===== src/design/lit_pkg.sv =====
// lit_pkg: shared types, sizes and character codes for the lexer with identifier table
// used by lit_cell and lexer_identifier_table
package lit_pkg;

  localparam int MAX_LEN = 16;
  localparam int ENTRIES = 16;

  localparam int LEN_W  = $clog2(MAX_LEN + 1);
  localparam int WIDX_W = $clog2(MAX_LEN);
  localparam int IDX_W  = (ENTRIES > 1) ? $clog2(ENTRIES) : 1;
  localparam int CNT_W  = $clog2(ENTRIES + 1);
  localparam int VAL_W  = 54;
  localparam int KIND_W = 3;

  localparam logic [VAL_W-1:0] NUM_LIMIT  = 54'd9999999999999999;
  // largest accumulator that may still take one more digit
  localparam logic [VAL_W-1:0] NUM_THRESH = 54'd999999999999999;

  localparam logic [KIND_W-1:0] KIND_IDENT   = 3'd0;
  localparam logic [KIND_W-1:0] KIND_KEYWORD = 3'd1;
  localparam logic [KIND_W-1:0] KIND_INTEGER = 3'd2;
  localparam logic [KIND_W-1:0] KIND_OP      = 3'd3;
  localparam logic [KIND_W-1:0] KIND_FULL    = 3'd4;

  localparam logic [7:0] CH_QUOTE = 8'h22;
  localparam logic [7:0] CH_BSL   = 8'h5c;
  localparam logic [7:0] CH_UNDER = 8'h5f;
  localparam logic [7:0] CH_PLUS  = 8'h2b;
  localparam logic [7:0] CH_MINUS = 8'h2d;
  localparam logic [7:0] CH_STAR  = 8'h2a;
  localparam logic [7:0] CH_SLASH = 8'h2f;
  localparam logic [7:0] CH_EQ    = 8'h3d;

  localparam logic [7:0] KW_TEXT [4][6] = '{
    '{8'h73, 8'h74, 8'h72, 8'h75, 8'h63, 8'h74},  // struct
    '{8'h69, 8'h6e, 8'h74, 8'h00, 8'h00, 8'h00},  // int
    '{8'h72, 8'h65, 8'h74, 8'h75, 8'h72, 8'h6e},  // return
    '{8'h63, 8'h68, 8'h61, 8'h72, 8'h00, 8'h00}   // char
  };
  localparam logic [LEN_W-1:0] KW_LEN [4] = '{
    LEN_W'(6), LEN_W'(3), LEN_W'(6), LEN_W'(4)
  };

  typedef logic [MAX_LEN-1:0][7:0] word_t;

  typedef enum logic [1:0] {
    MODE_IDLE   = 2'd0,
    MODE_WORD   = 2'd1,
    MODE_STRING = 2'd2,
    MODE_NUMBER = 2'd3
  } mode_t;

  typedef enum logic {
    ST_IDLE,
    ST_SEARCH
  } state_t;

  // search token passed from cell to cell
  typedef struct packed {
    logic             vld;
    logic             found;
    logic [IDX_W-1:0] idx;
  } link_t;

  function automatic logic is_alpha(input logic [7:0] c);
    return (c >= 8'h61 && c <= 8'h7a) || (c >= 8'h41 && c <= 8'h5a) || c == CH_UNDER;
  endfunction

  function automatic logic is_digit(input logic [7:0] c);
    return c >= 8'h30 && c <= 8'h39;
  endfunction

  function automatic logic is_op(input logic [7:0] c);
    return c == CH_PLUS || c == CH_MINUS || c == CH_STAR || c == CH_SLASH || c == CH_EQ;
  endfunction

  // keyword match, returns {hit, number}
  function automatic logic [2:0] kw_match(input word_t w, input logic [LEN_W-1:0] len);
    logic [2:0] r;
    logic       eq;
    r = 3'd0;
    for (int k = 3; k >= 0; k--) begin
      eq = (len == KW_LEN[k]);
      for (int i = 0; i < 6; i++) begin
        if (LEN_W'(i) < KW_LEN[k] && w[i] != KW_TEXT[k][i]) eq = 1'b0;
      end
      if (eq) r = {1'b1, 2'(k)};
    end
    return r;
  endfunction

endpackage


===== src/design/lexer_identifier_table.sv =====
// lexer_identifier_table: scanner, output queue and a chain of lit_cell table entries
// depends on lit_pkg and lit_cell
//
//   channel   dir  payload
//   s_*       in   tdata: character[7:0]; tuser: end_of_text
//   m_*       out  tdata: token_kind[2:0], token_value[56:3]; tlast: last_of_run
//
// each byte queues at most two results, a token and an operator
// a word that is not a keyword waits in ST_SEARCH while the search token walks the cell chain
// a new byte is taken only once the result queue is empty
// synchronous reset clears scan state and the table count; names need no clearing
module lexer_identifier_table (
  input  logic        clk,
  input  logic        rst,
  input  logic        s_tvalid,
  output logic        s_tready,
  input  logic [7:0]  s_tdata,   // character[7:0]
  input  logic        s_tuser,   // end_of_text
  output logic        m_tvalid,
  input  logic        m_tready,
  output logic [63:0] m_tdata,   // token_kind[2:0], token_value[56:3], zero fill
  output logic        m_tlast
);
  import lit_pkg::*;

  state_t           state, state_next;
  mode_t            mode, mode_next;
  word_t            word, word_next;
  logic [LEN_W-1:0] word_len, word_len_next;
  logic [VAL_W-1:0] acc, acc_next;
  logic [7:0]       prev, prev_next;
  logic [CNT_W-1:0] count, count_next;
  logic [7:0]       pend_c, pend_c_next;
  logic             pend_eot, pend_eot_next;
  logic             q0v, q1v, q0v_next, q1v_next;
  logic [KIND_W-1:0] q0k, q1k, q0k_next, q1k_next;
  logic [VAL_W-1:0] q0d, q1d, q0d_next, q1d_next;

  link_t            link [ENTRIES+1];
  logic             start, store;

  logic             tok_v, op_v, fin, do_post, post_eot;
  logic [KIND_W-1:0] tok_k;
  logic [VAL_W-1:0] tok_d, digit;
  logic [7:0]       c, post_c;
  logic [2:0]       kw;

  assign c        = s_tdata;
  assign s_tready = (state == ST_IDLE) && !q0v;
  assign m_tvalid = q0v;
  assign m_tdata  = {7'd0, q0d, q0k};
  assign m_tlast  = !q1v;

  assign link[0] = '{vld: start, found: 1'b0, idx: '0};

  for (genvar g = 0; g < ENTRIES; g++) begin : g_cell
    lit_cell u_cell (
      .clk      (clk),
      .rst      (rst),
      .cell_idx (IDX_W'(g)),
      .count    (count),
      .word     (word),
      .word_len (word_len),
      .wr_en    (store && count == CNT_W'(g)),
      .link_in  (link[g]),
      .link_out (link[g+1])
    );
  end

  always_comb begin
    state_next    = state;
    mode_next     = mode;
    word_next     = word;
    word_len_next = word_len;
    acc_next      = acc;
    prev_next     = prev;
    count_next    = count;
    pend_c_next   = pend_c;
    pend_eot_next = pend_eot;
    q0v_next = q0v; q1v_next = q1v;
    q0k_next = q0k; q1k_next = q1k;
    q0d_next = q0d; q1d_next = q1d;
    start    = 1'b0;
    store    = 1'b0;
    tok_v    = 1'b0;
    tok_k    = KIND_IDENT;
    tok_d    = '0;
    op_v     = 1'b0;
    fin      = 1'b0;
    do_post  = 1'b0;
    post_eot = 1'b0;
    post_c   = c;
    kw       = kw_match(word, word_len);
    digit    = VAL_W'(c - 8'h30);

    if (m_tvalid && m_tready) begin
      q0v_next = q1v; q0k_next = q1k; q0d_next = q1d;
      q1v_next = 1'b0;
    end

    unique case (state)
      ST_IDLE: begin
        if (s_tvalid && s_tready) begin
          prev_next = s_tuser ? 8'h00 : c;
          if (s_tuser) begin
            do_post  = 1'b1;
            post_eot = 1'b1;
            if (mode == MODE_WORD) fin = 1'b1;
            else if (mode == MODE_NUMBER) begin
              tok_v = 1'b1; tok_k = KIND_INTEGER; tok_d = acc;
            end
          end else begin
            case (mode)
              MODE_WORD: begin
                if (is_alpha(c) || is_digit(c)) begin
                  if (word_len < LEN_W'(MAX_LEN)) begin
                    word_next[word_len[WIDX_W-1:0]] = c;
                    word_len_next = word_len + LEN_W'(1);
                  end
                end else begin
                  fin     = 1'b1;
                  do_post = 1'b1;
                end
              end
              MODE_STRING: begin
                if (c == CH_QUOTE && prev != CH_BSL) mode_next = MODE_IDLE;
              end
              MODE_NUMBER: begin
                if (is_digit(c)) begin
                  acc_next = (acc > NUM_THRESH) ? NUM_LIMIT
                                                : (acc << 3) + (acc << 1) + digit;
                end else begin
                  tok_v = 1'b1; tok_k = KIND_INTEGER; tok_d = acc;
                  do_post = 1'b1;
                end
              end
              default: do_post = 1'b1;
            endcase
          end
          if (fin) begin
            if (kw[2]) begin
              tok_v = 1'b1; tok_k = KIND_KEYWORD; tok_d = VAL_W'(kw[1:0]);
            end else begin
              // defer the ending byte until the table search returns
              start         = 1'b1;
              do_post       = 1'b0;
              pend_c_next   = c;
              pend_eot_next = s_tuser;
              state_next    = ST_SEARCH;
            end
          end
        end
      end
      ST_SEARCH: begin
        if (link[ENTRIES].vld) begin
          tok_v = 1'b1;
          if (link[ENTRIES].found) begin
            tok_k = KIND_IDENT; tok_d = VAL_W'(link[ENTRIES].idx);
          end else if (count >= CNT_W'(ENTRIES)) begin
            tok_k = KIND_FULL; tok_d = '0;
          end else begin
            tok_k = KIND_IDENT; tok_d = VAL_W'(count);
            store = 1'b1;
            count_next = count + CNT_W'(1);
          end
          do_post    = 1'b1;
          post_eot   = pend_eot;
          post_c     = pend_c;
          state_next = ST_IDLE;
        end
      end
      default: state_next = ST_IDLE;
    endcase

    if (do_post) begin
      mode_next     = MODE_IDLE;
      word_len_next = '0;
      acc_next      = '0;
      if (post_eot) begin
        count_next = '0;
      end else if (post_c == CH_QUOTE) begin
        mode_next = MODE_STRING;
      end else if (is_alpha(post_c)) begin
        word_next[0]  = post_c;
        word_len_next = LEN_W'(1);
        mode_next     = MODE_WORD;
      end else if (is_digit(post_c)) begin
        acc_next  = VAL_W'(post_c - 8'h30);
        mode_next = MODE_NUMBER;
      end else if (is_op(post_c)) begin
        op_v = 1'b1;
      end
    end

    // results only arrive while the queue is empty
    if (tok_v) begin
      q0v_next = 1'b1; q0k_next = tok_k; q0d_next = tok_d;
      q1v_next = op_v; q1k_next = KIND_OP; q1d_next = VAL_W'(post_c);
    end else if (op_v) begin
      q0v_next = 1'b1; q0k_next = KIND_OP; q0d_next = VAL_W'(post_c);
      q1v_next = 1'b0;
    end
  end

  always_ff @(posedge clk) begin
    if (rst) begin
      state    <= ST_IDLE;
      mode     <= MODE_IDLE;
      word_len <= '0;
      acc      <= '0;
      prev     <= '0;
      count    <= '0;
      q0v      <= 1'b0;
      q1v      <= 1'b0;
    end else begin
      state    <= state_next;
      mode     <= mode_next;
      word_len <= word_len_next;
      acc      <= acc_next;
      prev     <= prev_next;
      count    <= count_next;
      q0v      <= q0v_next;
      q1v      <= q1v_next;
    end
    word     <= word_next;
    pend_c   <= pend_c_next;
    pend_eot <= pend_eot_next;
    q0k      <= q0k_next;
    q0d      <= q0d_next;
    q1k      <= q1k_next;
    q1d      <= q1d_next;
  end

`ifndef ASSERT_OFF
  a_chain_in_search: assert property (@(posedge clk) disable iff (rst)
    link[ENTRIES].vld |-> state == ST_SEARCH)
    else $error("search token outside search");

  a_queue_order: assert property (@(posedge clk) disable iff (rst)
    q1v |-> q0v)
    else $error("second result without first");

  a_count_range: assert property (@(posedge clk) disable iff (rst)
    count <= CNT_W'(ENTRIES))
    else $error("table count overflow");
`endif

endmodule


===== src/design/lit_cell.sv =====
// lit_cell: one identifier table entry with its compare logic and a stage of the search chain
// depends on lit_pkg
module lit_cell (
  input  logic                      clk,
  input  logic                      rst,
  input  logic [lit_pkg::IDX_W-1:0] cell_idx,
  input  logic [lit_pkg::CNT_W-1:0] count,
  input  lit_pkg::word_t            word,
  input  logic [lit_pkg::LEN_W-1:0] word_len,
  input  logic                      wr_en,
  input  lit_pkg::link_t            link_in,
  output lit_pkg::link_t            link_out
);
  import lit_pkg::*;

  word_t            name;
  logic [LEN_W-1:0] name_len;
  logic             match;

  always_comb begin
    match = (CNT_W'(cell_idx) < count) && (name_len == word_len);
    for (int i = 0; i < MAX_LEN; i++) begin
      if (LEN_W'(i) < word_len && name[i] != word[i]) match = 1'b0;
    end
  end

  always_ff @(posedge clk) begin
    if (wr_en) begin
      name     <= word;
      name_len <= word_len;
    end
  end

  always_ff @(posedge clk) begin
    if (rst) begin
      link_out.vld <= 1'b0;
    end else begin
      link_out.vld <= link_in.vld;
    end
    link_out.found <= link_in.found | match;
    link_out.idx   <= link_in.found ? link_in.idx : cell_idx;
  end

endmodule


===== config.mk =====
export PLATFORM = sky130hd
export DESIGN_NAME = lexer_identifier_table
export DESIGN_NICKNAME = d
export VERILOG_FILES = /design/src/design/lit_pkg.sv /design/src/design/lexer_identifier_table.sv /design/src/design/lit_cell.sv
export SDC_FILE = /design/constraint.sdc
export NUM_CORES = 2
export LEC_CHECK = 0
export ABC_AREA = 1
export BUFFER_PORTS_ARGS = -buffer_cell sky130_fd_sc_hd__buf_2
export CAP_MARGIN = 20
export CORE_MARGIN = 4
export CORE_UTILIZATION = 35
export CTS_CLUSTER_DIAMETER = 200
export DETAILED_ROUTE_END_ITERATION = 8
export GPL_TIMING_DRIVEN = 0
export PLACE_DENSITY = 0.48
export SETUP_SLACK_MARGIN = 0.2
export SLEW_MARGIN = 10
export SYNTH_ARGS = -nofsm -noshare
export SYNTH_HDL_FRONTEND = slang
export SYNTH_SLANG_ARGS = --single-unit

===== constraint.sdc =====
create_clock -name clk -period 31.6 [get_ports clk]
set_input_delay 4.74 -clock clk [delete_from_list [all_inputs] [get_ports clk]]
set_output_delay 4.74 -clock clk [all_outputs]
set_load 0.05 [all_outputs]

; ---- Word level (Yosys, flattened, before mapping)
; Cells that the tools add are included.
[word_totals]
in_bits = 13
out_inout_bits = 67
regBits = 2488
word_cells = 1464
[classes]
mux = 393
n_bitwise = 18
eq_ne = 322
addsub = 6
n_reduce_logical = 328
n_lt_le_gt_ge = 49
[ops]
columns = cell, count
row1 = inequality test 8 bit, 256
row2 = 2-to-1 mux 54 bit, 22
row3 = 2-to-1 mux 1 bit, 304
row4 = logical AND 1 bit, 299
row5 = inequality test 8 x 7 -> 1 bit (second input constant), 18
row6 = bitwise mux 128 bit, 1
row7 = 2-to-1 mux 8 bit, 14
row8 = adder 54 bit, 2
row9 = case mux 54 bit (2 select lines), 1
row10 = equality test 5 bit, 16
row11 = less-than comparator 4 x 5 -> 1 bit (first input constant), 16
row12 = 2-to-1 mux 5 bit, 16
row13 = equality test 8 x 6 -> 1 bit (second input constant), 7
row14 = > comparator 54 x 50 -> 1 bit (second input constant), 1
row15 = 2-to-1 mux 3 bit, 14
row16 = equality test 5 x 4 -> 1 bit (second input constant), 8
row17 = less-than comparator 3 x 5 -> 1 bit (first input constant), 8
row18 = demux 8 bit (select 4 bit), 1
row19 = greater-or-equal comparator 8 x 7 -> 1 bit (second input constant), 4
row20 = <= comparator 8 x 7 -> 1 bit (second input constant), 4
row21 = equality test 5 x 3 -> 1 bit (second input constant), 6
row22 = 2-to-1 mux 2 bit, 14
row23 = less-than comparator 1 x 5 -> 1 bit (first input constant), 4
row24 = less-than comparator 2 x 5 -> 1 bit (first input constant), 4
row25 = 30 further kinds, 76

; ---- Logic depth before layout (Yosys ltp)
[depth]
word_depth = 19
ltp_mapped = 23
depth_no_buf = 21

; ---- Hierarchy
; A second synthesis with hierarchy kept.
[hier_totals]
hier_cells = 10963
area_unflattened_um2 = 118493.6
[by_module_without_submodules]
columns = mod, seq_area_each_um2, n_inst, area_each_um2, cells_per_inst
row1 = lit_cell, 4113.9, 16, 6341.1, 557
row2 = lexer_identifier_table, 7527.2, 1, 17036.3, 2051

; ---- Worst setup path before layout
; Ideal clock, no wire load.
[synth_timing]
path_kind = reg-to-reg
from = register state
to = register g_cell[1].u_cell.name[0] in the netlist's numbering, enable pin
n_path_buf = 2
arrival_time_ns = 10.332
stages_incl_launch_ff = 9
setup_time_ns = 0.788
t_required_ns = 30.812
setup_slack_ns = 20.480
synth_period_minus_slack_ns = 11.120
cell_sequence = dfxtp_1 -> nand2_2 -> buf_6 -> buf_6 -> nor2_1 -> inv_1 -> nor2_1 -> nand2_1 -> nor3_1
[synth_via]
elab_chain_cells = 2
[synth_rtl]
columns = element, line_no
row1 = start: declaration, lexer_identifier_table.sv:26  ; state_t state, state_next;
row2 = start signal: assignment, lexer_identifier_table.sv:216  ; state <= state_next;
row3 = 2-to-1 mux 1 bit, lexer_identifier_table.sv:101  ; unique case (state)
row4 = logical AND 1 bit, lexer_identifier_table.sv:64  ; .wr_en (store && count == CNT_W'(g)),
row5 = via g_cell[1].u_cell.wr_en, lit_cell.sv:10  ; input logic wr_en,
row6 = end signal: assignment, lit_cell.sv:29  ; name <= word;
row7 = end: declaration, lit_cell.sv:16  ; word_t name;
; The timed path passes the listed nets, and every way through them passes these cells.
; A chain may end at the register's enable or synchronous reset.

; ---- Worst setup path in the final report
[layout_timing]
from = input port s_tdata[6]
to = register acc[27]
[layout_via]
elab_chain_cells = 15
word_cells_on_any_way = 60
cone_classes = add/sub: 3 / order compare: 12 / eq/ne: 5 / mux: 25 / reduce/logical: 15
[layout_rtl]
columns = element, line_no
row1 = start: declaration, lexer_identifier_table.sv:17  ; input logic [7:0] s_tdata,
row2 = "parallel branches: the longest is 15 deep, another holds adder 54 bit", n/a
row3 = end signal: assignment, lexer_identifier_table.sv:219  ; acc <= acc_next;
row4 = end: declaration, lexer_identifier_table.sv:30  ; logic [VAL_W-1:0] acc, acc_next;
; Several ways; the timed one is not identified. The select of a mux whose other input is x is not followed.

==> key figures <==
Yosys
  • Asr flop ratio synth: 0%
  • Synth warn: 0
  • Area leader, netlist: edfxtp_1
  • Cell variety after synth: 59
  • Mapped Cells: roughly 9300
  • Ranking of synthesized cells by area: edfxtp_1 (62%), xnor2_1 (7.9%), nand2_1 (5.4%), or2_2 (4.0%), dfxtp_1 (3.0%)
  • Synth Area per Inst: approximately 12 sq um
  • Synth top area share: 62.1%
  • Synthesized flop and latch total: around 2500
  • Sequential fraction of the synthesis area: ~65%
  • Post-synth EDFFs: between 2000 and 2500
  • Mapped Area: ~0.11 sq mm
  • Predominant post-synthesis flop cell: edfxtp_1

Die
  • I/O pin count: 80
  • Initial Util: roughly a third
  • Core ar.: around 0.32 sq mm
  • Die Y: roughly 570 um
  • Full die area: around 0.33 sq mm
  • Site row count: about 210
  • Die W: 575 um

CTS
  • H-tree level count: 5
  • Clock slew at reported path FFs: roughly 0.06 ns
  • Cts hold-fix bufs: 0
  • Root buf cell: clkbuf_16
  • Skew-Pair Late Insertion Delay: slightly below 0.9 ns
  • CTS Sinks: between 2000 and 2500
  • Total CTS buffers: between 200 and 300
  • CTS tree: yes
  • Clock Tree Buf Depth: 4
  • Post-CTS Resized: 0
  • Setup repair bufs after CTS: 0

Cells and area
  • Layout area overhead: 15.7%
  • FILL cells: between 20000 and 30000
  • Cell area after layout: 0.130 sq mm
  • Nets@finish: 9983
  • Fraction of layout cells with a size suffix above 1: around 15%

Detailed routing
  • DR pass1 iterations: 6
  • Vias per cell: 5.03
  • Final ANT Viol Nets: 0
  • DRC Markers: 0
  • Initial DRC Count: roughly 6400
  • Final wirelength: 346 mm
  • Routed len/inst: around 24 um
  • Via Count: a little over 70000

STA
  • Post-Route Setup TNS: 0 ns
  • Final period demand of the worst path: about 8.5 ns
  • Slew Limit Fails: 0
  • Final Hold Vio Count: 0
  • Fmax: ~0.12 GHz
  • Max-slew headroom: a little under a fifth
  • Crit share post-route: between 20% and 30%
  • Final setup vio count: 0
  • WHS: around 0.40 ns
  • Final Skew: around 0.05 ns
  • Worst slew pin tran: 1.22 ns
  • RSZ-0062 raised after global routing: false

Critical path
  • CP endpoint kind: flip-flop
  • Peak fanout along the critical path: 24
  • Crit start category: input pin
  • CP required: around 32 ns
  • Crit path arrival time: roughly 9.3 ns
  • Setup Crit Path Kind: input pin to flip-flop

GRT
  • Largest net degree at the start of global routing: 58
  • Met3 Usage GRT: around 2.6%
  • First-pass GRT wire length: ~500 mm
  • Global Route met1 Usage: between 20% and 30%
  • Top Usage Layer GRT: met2
  • Antenna violations before repair: 19
  • Vias in the first global route: between 70000 and 80000
  • Overflow after GRT: 0
  • Global-route usage over all layers: 20.4%
  • Met2 usage: between 30% and 40%

Pwr
  • Power Density: 58.0 mW/mm^2
  • Leakage: around 0.045 uW
  • Worst-case vdd ir drop: 0.0402 mV

Placed design
  • IO buf count: between 70 and 80
  • HPWL Detailed: roughly 250 mm
  • GP Congestion: roughly 0.88
  • Post-Place Cell Area: between 0.1 and 0.15 sq mm

Min path
  • HP Class: flip-flop to flip-flop

Run status
  • Status: finished, final reports clean

Job
  • Max cap viols: 0
==> power by group <==
group          switching [uW]  total (uW)  internal (uW)  leakage (uW)
logic                     496         718            222        0.0181
registers                70.6        3670           3600        0.0222
clock network            1340        3150           1810       0.00427
==> layer usage <==
metal	vias to the layer above	part of all wire [%]
met4	0	2.4
met3	410	5.3
met1	36200	46
met5	-	0
li1	33600	-
met2	1973	46
==> cells in the final DEF (no fill, tap or decap), types with 130 or more instances in the layout <==
cell type	count
nor4_1	130
xnor2_1	1012
buf_2	134
nand2_1	1623
xor2_1	291
or2_2	727
a21oi_1	153
dfxtp_1	166
clkbuf_1	280
inv_1	472
clkbuf_16	290
edfxtp_1	2322
o21ai_0	175
nand3_1	474
nand4_1	402
nor2_1	458
==> registers in the layout, indices dropped and copies added (netlist names), 8 cells and up <==
signal	count
g_cell.u_cell.name	2048
q0d	54
prev	8
q1d	8
pend_c	8
acc	54
word	128
g_cell.u_cell.link_out	81
g_cell.u_cell.name_len	80
==> critical path, cell delays in order <==
cell      delay [ns]
buf_4           0.32
buf_12          0.27
buf_2           0.26
inv_1           0.11
nand2_1         0.16
nor2_4          0.09
buf_12          0.18
fa_1            0.44
ha_1            0.28
clkbuf_1        0.31
nand2_1         0.13
nor2_1          0.23
nand2_1         0.19
nor4_1          0.63
nand2_1         0.15
nand2_1         0.15
nand2_1         0.07
nand3_1         0.12
nand3_1         0.09
nand2_1         0.10
nand2_1         0.06
a21oi_1         0.15
==> layout make-up <==
| cell class | instances | area [sq um] | share of cell area (%) |
|---|---|---|---|
| Antenna cell | 5 | 12.5 | 0.00963 |
| Buffer | 365 | 1600 | 1.23 |
| Clock buffer | 363 | 7570 | 5.83 |
| Clock inverter | 128 | 1150 | 0.889 |
| Inverter | 498 | 1870 | 1.44 |
| Multi-Input combinational cell | 5967 | 36100 | 27.8 |
| Sequential cell | 2488 | 73100 | 56.2 |
| Tap cell | 4284 | 5360 | 4.13 |
| Timing Repair Buffer | 247 | 3240 | 2.49 |
==> kinds of logic (layout without fill, tap and decap cells) <==
kind of cell	Yosys count	after routing	share of synthesized area [%]
AO/OA/AOI/OAI	579	579	3.26
XOR/XNOR	1303	1303	10.2
adder cells (fa/ha/maj)	121	121	1.69
buffers and inverters	863	1601	3.09
flip-flops	2488	2488	65.0
other	1	12	0.00334
AND/OR/NAND/NOR	3957	3957	16.8
==> worst paths after layout <==
check | to | slack (ns) | from | depth (start not counted)
worst max-delay path | acc[27] | 23.12 | s_tdata[6] | 22
worst min-delay path | g_cell[7].u_cell.link_out[5] | 0.40 | g_cell[6].u_cell.link_out[5] | 2
worst min register to register | g_cell[7].u_cell.link_out[5] | 0.40 | g_cell[6].u_cell.link_out[5] | 2
worst max register to register | q0d[51] | 25.63 | word_len[0] | 17
==> synth_stat cells (133+ instances only) <==
library cell	instances
nor4_1	133
a21oi_1	153
nor2_1	474
dfxtp_1	166
nand4_1	402
or2_2	727
xnor2_1	1012
clkbuf_1	211
o21ai_0	175
xor2_1	291
nand2_1	1623
edfxtp_1	2322
nand3_1	475
inv_1	472
==> metrics by stage <==
step	util, %	total power (uW)	setup slack (ns)	std cells
6_report	40.7	7540	23.12	14300
5_1_grt	40.7	7830	22.94	14300
4_1_cts	40.7	7610	23.26	14300
3_5_place_dp	38.0	4450	22.30	13800
3_3_place_gp	37.0	4440	9.28	13700
2_1_floorplan	-	4140	20.48	9318
Note: power is estimated with default switching activity, not from simulation.
